$ cat src/rtl/sha256_pkg.sv
`default_nettype none
package sha256_pkg;

    typedef struct packed {
        logic [7:0] byte_value;
        logic       byte_valid;
        logic       last_byte;
    } in_item_t;

    typedef struct packed {
        logic [31:0] digest_word;
        logic [2:0]  word_index;
        logic        last_word;
    } out_item_t;

    typedef enum logic [2:0] {
        ST_IDLE,
        ST_ROUND,
        ST_FOLD,
        ST_PAD,
        ST_LEN,
        ST_EMIT
    } state_t;

    // control from sequencer to round core
    typedef struct packed {
        logic       load;   // copy chain hash into working vars
        logic       step;   // run one round
        logic [5:0] rnd;
        logic       fold;   // add working vars into chain hash
        logic       init;   // restore initial hash
    } core_ctl_t;

    localparam logic [7:0] PAD_MARK = 8'h80;

    function automatic logic [31:0] hash_init(input logic [2:0] i);
        logic [31:0] r;
        case (i)
            3'd0: r = 32'h6a09e667;
            3'd1: r = 32'hbb67ae85;
            3'd2: r = 32'h3c6ef372;
            3'd3: r = 32'ha54ff53a;
            3'd4: r = 32'h510e527f;
            3'd5: r = 32'h9b05688c;
            3'd6: r = 32'h1f83d9ab;
            default: r = 32'h5be0cd19;
        endcase
        return r;
    endfunction

    function automatic logic [31:0] round_k(input logic [5:0] i);
        logic [31:0] k [64];
        k = '{
            32'h428a2f98, 32'h71374491, 32'hb5c0fbcf, 32'he9b5dba5, 32'h3956c25b,
            32'h59f111f1, 32'h923f82a4, 32'hab1c5ed5, 32'hd807aa98, 32'h12835b01,
            32'h243185be, 32'h550c7dc3, 32'h72be5d74, 32'h80deb1fe, 32'h9bdc06a7,
            32'hc19bf174, 32'he49b69c1, 32'hefbe4786, 32'h0fc19dc6, 32'h240ca1cc,
            32'h2de92c6f, 32'h4a7484aa, 32'h5cb0a9dc, 32'h76f988da, 32'h983e5152,
            32'ha831c66d, 32'hb00327c8, 32'hbf597fc7, 32'hc6e00bf3, 32'hd5a79147,
            32'h06ca6351, 32'h14292967, 32'h27b70a85, 32'h2e1b2138, 32'h4d2c6dfc,
            32'h53380d13, 32'h650a7354, 32'h766a0abb, 32'h81c2c92e, 32'h92722c85,
            32'ha2bfe8a1, 32'ha81a664b, 32'hc24b8b70, 32'hc76c51a3, 32'hd192e819,
            32'hd6990624, 32'hf40e3585, 32'h106aa070, 32'h19a4c116, 32'h1e376c08,
            32'h2748774c, 32'h34b0bcb5, 32'h391c0cb3, 32'h4ed8aa4a, 32'h5b9cca4f,
            32'h682e6ff3, 32'h748f82ee, 32'h78a5636f, 32'h84c87814, 32'h8cc70208,
            32'h90befffa, 32'ha4506ceb, 32'hbef9a3f7, 32'hc67178f2};
        return k[i];
    endfunction

    function automatic logic [31:0] ror(input logic [31:0] x, input int n);
        return (x >> n) | (x << (32 - n));
    endfunction

endpackage
`default_nettype wire

$ cat src/rtl/sha256_round.sv
`default_nettype none
// One SHA-256 round per cycle while ctl.step is set; schedule kept as a 16-word sliding window.
module sha256_round
    import sha256_pkg::*;
(
    input  wire logic              aclk,
    input  wire logic              aresetn,
    input  wire core_ctl_t         ctl,
    input  wire logic [15:0][31:0] block,
    input  wire logic [2:0]        rd_idx,
    output logic [31:0]            rd_word
);
    logic [7:0][31:0]  chain_reg, chain_next;
    logic [7:0][31:0]  v_reg, v_next;
    logic [15:0][31:0] w_reg, w_next;
    logic [31:0] wi, s0, s1, wn, e, a, t1, t2;

    assign rd_word = chain_reg[rd_idx];

    always_comb begin
        s0 = ror(w_reg[1], 7) ^ ror(w_reg[1], 18) ^ (w_reg[1] >> 3);
        s1 = ror(w_reg[14], 17) ^ ror(w_reg[14], 19) ^ (w_reg[14] >> 10);
        wn = w_reg[0] + s0 + w_reg[9] + s1;
        // rounds 0-15 take w straight from the block, later ones extend the window
        wi = (ctl.rnd[5:4] == 2'd0) ? block[ctl.rnd[3:0]] : wn;
        e = v_reg[4];
        a = v_reg[0];
        t1 = v_reg[7] + (ror(e, 6) ^ ror(e, 11) ^ ror(e, 25))
            + ((e & v_reg[5]) ^ (~e & v_reg[6])) + round_k(ctl.rnd) + wi;
        t2 = (ror(a, 2) ^ ror(a, 13) ^ ror(a, 22))
            + ((a & v_reg[1]) ^ (a & v_reg[2]) ^ (v_reg[1] & v_reg[2]));
        chain_next = chain_reg;
        v_next = v_reg;
        w_next = w_reg;
        if (ctl.load) begin
            v_next = chain_reg;
        end else if (ctl.step) begin
            v_next = {v_reg[6], v_reg[5], v_reg[4], v_reg[3] + t1,
                      v_reg[2], v_reg[1], v_reg[0], t1 + t2};
            // window holds the 16 schedule words before the current round
            w_next = {wi, w_reg[15:1]};
        end
        if (ctl.fold) begin
            for (int i = 0; i < 8; i++)
                chain_next[i] = chain_reg[i] + v_reg[i];
        end
        if (ctl.init) begin
            for (int i = 0; i < 8; i++)
                chain_next[i] = hash_init(3'(i));
        end
    end

    always_ff @(posedge aclk) begin
        if (!aresetn) begin
            for (int i = 0; i < 8; i++)
                chain_reg[i] <= hash_init(3'(i));
        end else begin
            chain_reg <= chain_next;
        end
        v_reg <= v_next;
        w_reg <= w_next;
    end
endmodule
`default_nettype wire

$ cat src/rtl/sha256_stream_digest.sv
`default_nettype none
// SHA-256 over a byte stream, one byte per transaction. After a byte that
// neither completes a block nor ends the message, s_ready stays high; a byte
// that completes a 64-byte block keeps s_ready low while its 64 rounds run
// through the one round unit and the fold follows. Each block of padding adds
// a length-and-load step, 64 rounds and a fold, and a pad step first when the
// pad mark has to open a fresh block. The final transaction runs one or two
// such blocks, then presents the eight digest words on m_; s_ready stays low
// until the last word is taken and the initial hash is restored.
module sha256_stream_digest
    import sha256_pkg::*;
(
    input  wire logic      aclk,
    input  wire logic      aresetn,
    input  wire logic      s_valid,
    output logic           s_ready,
    input  wire in_item_t  s_data,
    output logic           m_valid,
    input  wire logic      m_ready,
    output out_item_t      m_data
);
    state_t state_reg, state_next;
    logic [15:0][31:0] blk_reg, blk_next;
    logic [5:0]  pos_reg, pos_next;
    logic [63:0] len_reg, len_next;
    logic [5:0]  rnd_reg, rnd_next;
    logic        fin_reg, fin_next;   // message ending, padding pending
    logic        two_reg, two_next;   // padding needs a second block
    logic [2:0]  idx_reg, idx_next;
    core_ctl_t   ctl;
    logic [31:0] rd_word;

    sha256_round u_round (
        .aclk(aclk), .aresetn(aresetn), .ctl(ctl), .block(blk_reg),
        .rd_idx(idx_reg), .rd_word(rd_word)
    );

    assign s_ready = (state_reg == ST_IDLE);
    assign m_valid = (state_reg == ST_EMIT);
    assign m_data = '{digest_word: rd_word, word_index: idx_reg,
                      last_word: (idx_reg == 3'd7)};

    always_ff @(posedge aclk) begin
        if (!aresetn) begin
            state_reg <= ST_IDLE;
            blk_reg <= '0;
            pos_reg <= '0;
            len_reg <= '0;
            rnd_reg <= '0;
            fin_reg <= 1'b0;
            two_reg <= 1'b0;
            idx_reg <= '0;
        end else begin
            state_reg <= state_next;
            blk_reg <= blk_next;
            pos_reg <= pos_next;
            len_reg <= len_next;
            rnd_reg <= rnd_next;
            fin_reg <= fin_next;
            two_reg <= two_next;
            idx_reg <= idx_next;
        end
    end

    always_comb begin
        logic [5:0] p;
        logic       full;
        p = pos_reg;
        full = 1'b0;
        state_next = state_reg;
        blk_next = blk_reg;
        pos_next = pos_reg;
        len_next = len_reg;
        rnd_next = rnd_reg;
        fin_next = fin_reg;
        two_next = two_reg;
        idx_next = idx_reg;
        ctl = '0;
        ctl.rnd = rnd_reg;
        case (state_reg)
            ST_IDLE: begin
                if (s_valid) begin
                    if (s_data.byte_valid) begin
                        blk_next[p[5:2]][(2'd3 - p[1:0]) * 8 +: 8] = s_data.byte_value;
                        len_next = len_reg + 64'd8;
                        p = p + 6'd1;
                        full = (p == 6'd0);
                    end
                    pos_next = p;
                    if (s_data.last_byte) begin
                        fin_next = 1'b1;
                        if (!full) begin
                            blk_next[p[5:2]][(2'd3 - p[1:0]) * 8 +: 8] = PAD_MARK;
                            two_next = (p >= 6'd56);
                        end else begin
                            two_next = 1'b1;
                        end
                    end
                    if (full) begin
                        state_next = ST_ROUND;
                        ctl.load = 1'b1;
                        rnd_next = '0;
                    end else if (s_data.last_byte) begin
                        state_next = ST_LEN;
                    end
                end
            end
            ST_ROUND: begin
                ctl.step = 1'b1;
                rnd_next = rnd_reg + 6'd1;
                if (rnd_reg == 6'd63)
                    state_next = ST_FOLD;
            end
            ST_FOLD: begin
                ctl.fold = 1'b1;
                blk_next = '0;
                if (!fin_reg) begin
                    state_next = ST_IDLE;
                end else if (two_reg) begin
                    two_next = 1'b0;
                    // block filled by data on the last byte: pad mark only now
                    state_next = (pos_reg == 6'd0) ? ST_PAD : ST_LEN;
                end else begin
                    state_next = ST_EMIT;
                    idx_next = '0;
                end
            end
            ST_PAD: begin
                blk_next[0] = {PAD_MARK, 24'd0};
                state_next = ST_LEN;
            end
            ST_LEN: begin
                blk_next[14] = len_reg[63:32];
                blk_next[15] = len_reg[31:0];
                // defer length when padding spills into a second block
                if (two_reg) begin
                    blk_next[14] = blk_reg[14];
                    blk_next[15] = blk_reg[15];
                end
                ctl.load = 1'b1;
                rnd_next = '0;
                state_next = ST_ROUND;
            end
            ST_EMIT: begin
                if (m_ready) begin
                    idx_next = idx_reg + 3'd1;
                    if (idx_reg == 3'd7) begin
                        ctl.init = 1'b1;
                        state_next = ST_IDLE;
                        fin_next = 1'b0;
                        pos_next = '0;
                        len_next = '0;
                        blk_next = '0;
                    end
                end
            end
            default: state_next = ST_IDLE;
        endcase
    end
endmodule
`default_nettype wire

$ cat config.mk
export PLATFORM = sky130hd
export DESIGN_NAME = sha256_stream_digest
export DESIGN_NICKNAME = d
export VERILOG_FILES = /design/src/rtl/sha256_pkg.sv /design/src/rtl/sha256_round.sv /design/src/rtl/sha256_stream_digest.sv
export SDC_FILE = /design/constraint.sdc
export NUM_CORES = 2
export LEC_CHECK = 0
export BUFFER_PORTS_ARGS = -buffer_cell sky130_fd_sc_hd__clkbuf_2
export CORE_UTILIZATION = 64
export DETAILED_ROUTE_END_ITERATION = 16
export PLACE_DENSITY = 0.77
export SYNTH_ARGS = -nofsm -noshare
export SYNTH_HDL_FRONTEND = slang
export SYNTH_HIERARCHICAL = 1
export SYNTH_SLANG_ARGS = --single-unit
$ cat constraint.sdc
create_clock -name aclk -period 53.2 [get_ports aclk]
set_input_delay 10.64 -clock aclk [delete_from_list [all_inputs] [get_ports aclk]]
set_output_delay 10.64 -clock aclk [all_outputs]
set_load 0.05 [all_outputs]
==> flow_metrics.env <==
export IMPL_grt_max_degree=219
export IMPL_dp_final_hpwl_um=206000
export IMPL_hp_start="u_round/w_reg[502]"
export IMPL_hold_depth=0
export IMPL_worst_r2r_setup_slack_ns=40.55
export IMPL_grt_ovfl_total=0
export IMPL_route_detailed_drc=0
export IMPL_synth_top_area_cell="edfxtp_1"
export IMPL_crit_path_end_kind="flip-flop"
export IMPL_htree_levels=4
export IMPL_fin_cells=10535
export IMPL_synth_edff_count=768
export IMPL_finalSetupViolations=0
export IMPL_ys_warn_count=6
export IMPL_dieHeight_um=381
export IMPL_ys_flop_type="dfxtp_1"
export IMPL_vias=71646
export IMPL_ant_nets=0
export IMPL_whs_endpoint="u_round/w_reg[470]"
export IMPL_worstSetupStartpoint="s_data[1]"
export IMPL_tns_ns=0
export IMPL_yosysMostFrequentCell="dfxtp_1"
export IMPL_max_slew_margin=0.0203
export IMPL_cts_tree="yes"
export IMPL_netlist_instances=8641
export IMPL_timing_final_crit_share=0.276
export IMPL_async_flop_share=0
export IMPL_cts_resized=0
export IMPL_critPathMostFrequentCell="buf_4"
export IMPL_drt_initial_drc_count=9525
export IMPL_fin_nets=9112
export IMPL_ctsHoldBuffers=0
export IMPL_r2r_end="u_round/a[31]"
export IMPL_hold_violations=0
export IMPL_clk_pin_slew_worst_paths_ns=0.07
export IMPL_cts_buffers=172
export IMPL_synth_top_area_share=0.252
export IMPL_status="finished, final reports clean"
export IMPL_dp_cells=10212
export IMPL_hold_ws_ns=0.397
export IMPL_yosys_area_share_simple=0.0969
export IMPL_synth_area_um2=91700
export IMPL_syn2layout_area_growth_pct=8.29
export IMPL_finClkSkew_ns=0.0511
export IMPL_drv_cap=0
export IMPL_ys_seq_area_frac=0.437
export IMPL_viasPerCell=6.80
export IMPL_start_kind="input port"
export IMPL_port_buffers=51
export IMPL_post_cts_buffers=0
export IMPL_slowest_stage="buf_4"
export IMPL_die_area_um2=145000
export IMPL_layout_setup_ws_ns=38.50
export IMPL_drv_slew=0
export IMPL_synth_ff_latch_count=1617
export IMPL_reg2reg_depth=42
export IMPL_critical_path_buf_inv_count=3
export IMPL_cp_arrival_ns=15.09
export IMPL_slowest_delay_ns=0.85
export IMPL_grtUsageTotal=0.392
export IMPL_gp_congestion=1.03
export IMPL_num_io_pins=52
export IMPL_drt_total_wl_um=288000
export IMPL_critPathTopFamily="buffers and inverters"
export IMPL_die_x_um=381
export IMPL_synth_compound_area_share=0.170
export IMPL_antenna_found_initial=9
export IMPL_rows=138
export IMPL_syn_area_per_cell_um2=10.6
export IMPL_fillers=10446
export IMPL_root_buffer="clkbuf_16"
export IMPL_cts_buffer_depth=3
export IMPL_crit_type="input port to flip-flop"
export IMPL_yosys_top_cells_count="dfxtp_1, edfxtp_1, nand2_1"
export IMPL_yosys_area_share_adder=0.101
export IMPL_max_freq_ghz=0.0680
export IMPL_required_ns=53.59
export IMPL_worstHoldPathType="flip-flop to flip-flop"
export IMPL_drive_gt1_frac=0.115
export IMPL_place_ws_ns=37.85
export IMPL_routedWlPerCell_um=27.3
export IMPL_worstPathMaxFanout=70
export IMPL_synthXorXnorAreaFrac=0.0567
export IMPL_fin_crit_ns=14.70
export IMPL_grt_pass1_vias=67762
export IMPL_core_um2=142000
export IMPL_worst_slew_pin_slew_ns=1.47
export IMPL_synthMuxAreaShare=0.102
export IMPL_insertion_delay_ns=0.82
export IMPL_synth_area_leaders="edfxtp_1, dfxtp_1, mux4_2"
export IMPL_first_pass_iters=9
export IMPL_crit_chain="clkbuf_2 > nand2_1 > a21oi_1 > nand4_1 > o21ai_4 > or2_4 > buf_4 > buf_4"
export IMPL_initial_core_util=0.646
export IMPL_syn_num_nets=9257
export IMPL_grt_pass1_wl_um=432000
export IMPL_synth_distinct_cells=106
export IMPL_synth_top_family_by_area="compound AO/OA/AOI/OAI gates"
export IMPL_r2r_start="u_round/w_reg[37]"
export IMPL_rsz0062_at_grt="no"
export IMPL_clock_sinks=1617
[how the worst max path moves through the flow]
stage / depth (start not counted) / to
floorplan: 9 / u_round/w_reg[0]
global placement: 8 / u_round/a[28]
detailed placement: 8 / u_round/a[28]
CTS: 8 / u_round/v_reg[181]
global route: 8 / u_round/v_reg[180]
finish: 8 / u_round/v_reg[179]
[logic make-up after synthesis]
logic type,Yosys count
AOI/OAI and AO/OA,2362
xor gates and xnor gates,592
adders and majority gates,631
buffers and inverters,891
DFF,1617
muxes,609
and+or+nand+nor,1939
[per-stage QoR]
step,util,area (µm²)
global route,0.700,99300
global placement,0.658,93400
floorplan,-,91700
CTS,0.700,99300
finish,0.700,99300
detailed placement,0.658,93400
[worst register-to-register path: cells and delay by family, from the launching register on]
| kind | cells | cell delay [ns] |
|---|---|---|
| AOI/OAI and AO/OA | 19 | 5.02 |
| xor gates and xnor gates | 5 | 1.31 |
| adders and majority gates | 9 | 4.35 |
| buffers and inverters | 3 | 0.18 |
| DFF | 1 | 0.55 |
| muxes | 1 | 0.27 |
| and+or+nand+nor | 5 | 0.72 |
[per-layer routing]
layer	track usage	vias to the layer above	share of wire
li1	-	31550	-
met1	0.568	35138	0.42
met2	0.566	4229	0.42
met3	0.105	715	0.12
met4	0.139	14	0.038
met5	0	-	0.00030
[cells in the final DEF, fill, tap and decap left out, types with 29 or more instances in the layout]
cell type,n
dfxtp_1,840
edfxtp_1,768
nand2_1,675
o21ai_0,582
a21oi_1,559
nor2_1,546
inv_1,427
xnor2_1,418
ha_1,406
mux2_2,257
mux4_2,231
o2bb2ai_1,208
fa_1,196
clkbuf_16,177
a21o_1,174
a22o_1,174
xor2_1,173
nand3_1,129
nor3_1,125
mux2i_1,121
buf_4,82
and3_1,69
o21a_1,66
or3_1,65
a31oi_1,64
nand2b_1,61
a211oi_1,55
o22ai_1,54
nor2b_1,52
clkbuf_2,52
and2_1,48
o21bai_1,48
nor4_1,41
nand4_1,37
clkinv_2,35
o211ai_1,33
clkbuf_1,32
o21ai_1,29
maj3_1,29
[final cells by class]
| class | instances | area (µm²) | area share |
|---|---|---|---|
| multi-input cells | 6133 | 48300 | 0.487 |
| clock buffers | 238 | 4940 | 0.0497 |
| flip-flops and latches | 1617 | 40100 | 0.404 |
| repair buffers | 138 | 971 | 0.00978 |
| inverters | 434 | 1640 | 0.0165 |
| well taps | 1890 | 2360 | 0.0238 |
| diodes | 3 | 7.51 | 0.0000756 |
| clock inverters | 82 | 955 | 0.00961 |
Power is left out: the tool's default activity adds up to more than one toggle a clock period on the data nets, which glitch-free logic cannot reach.
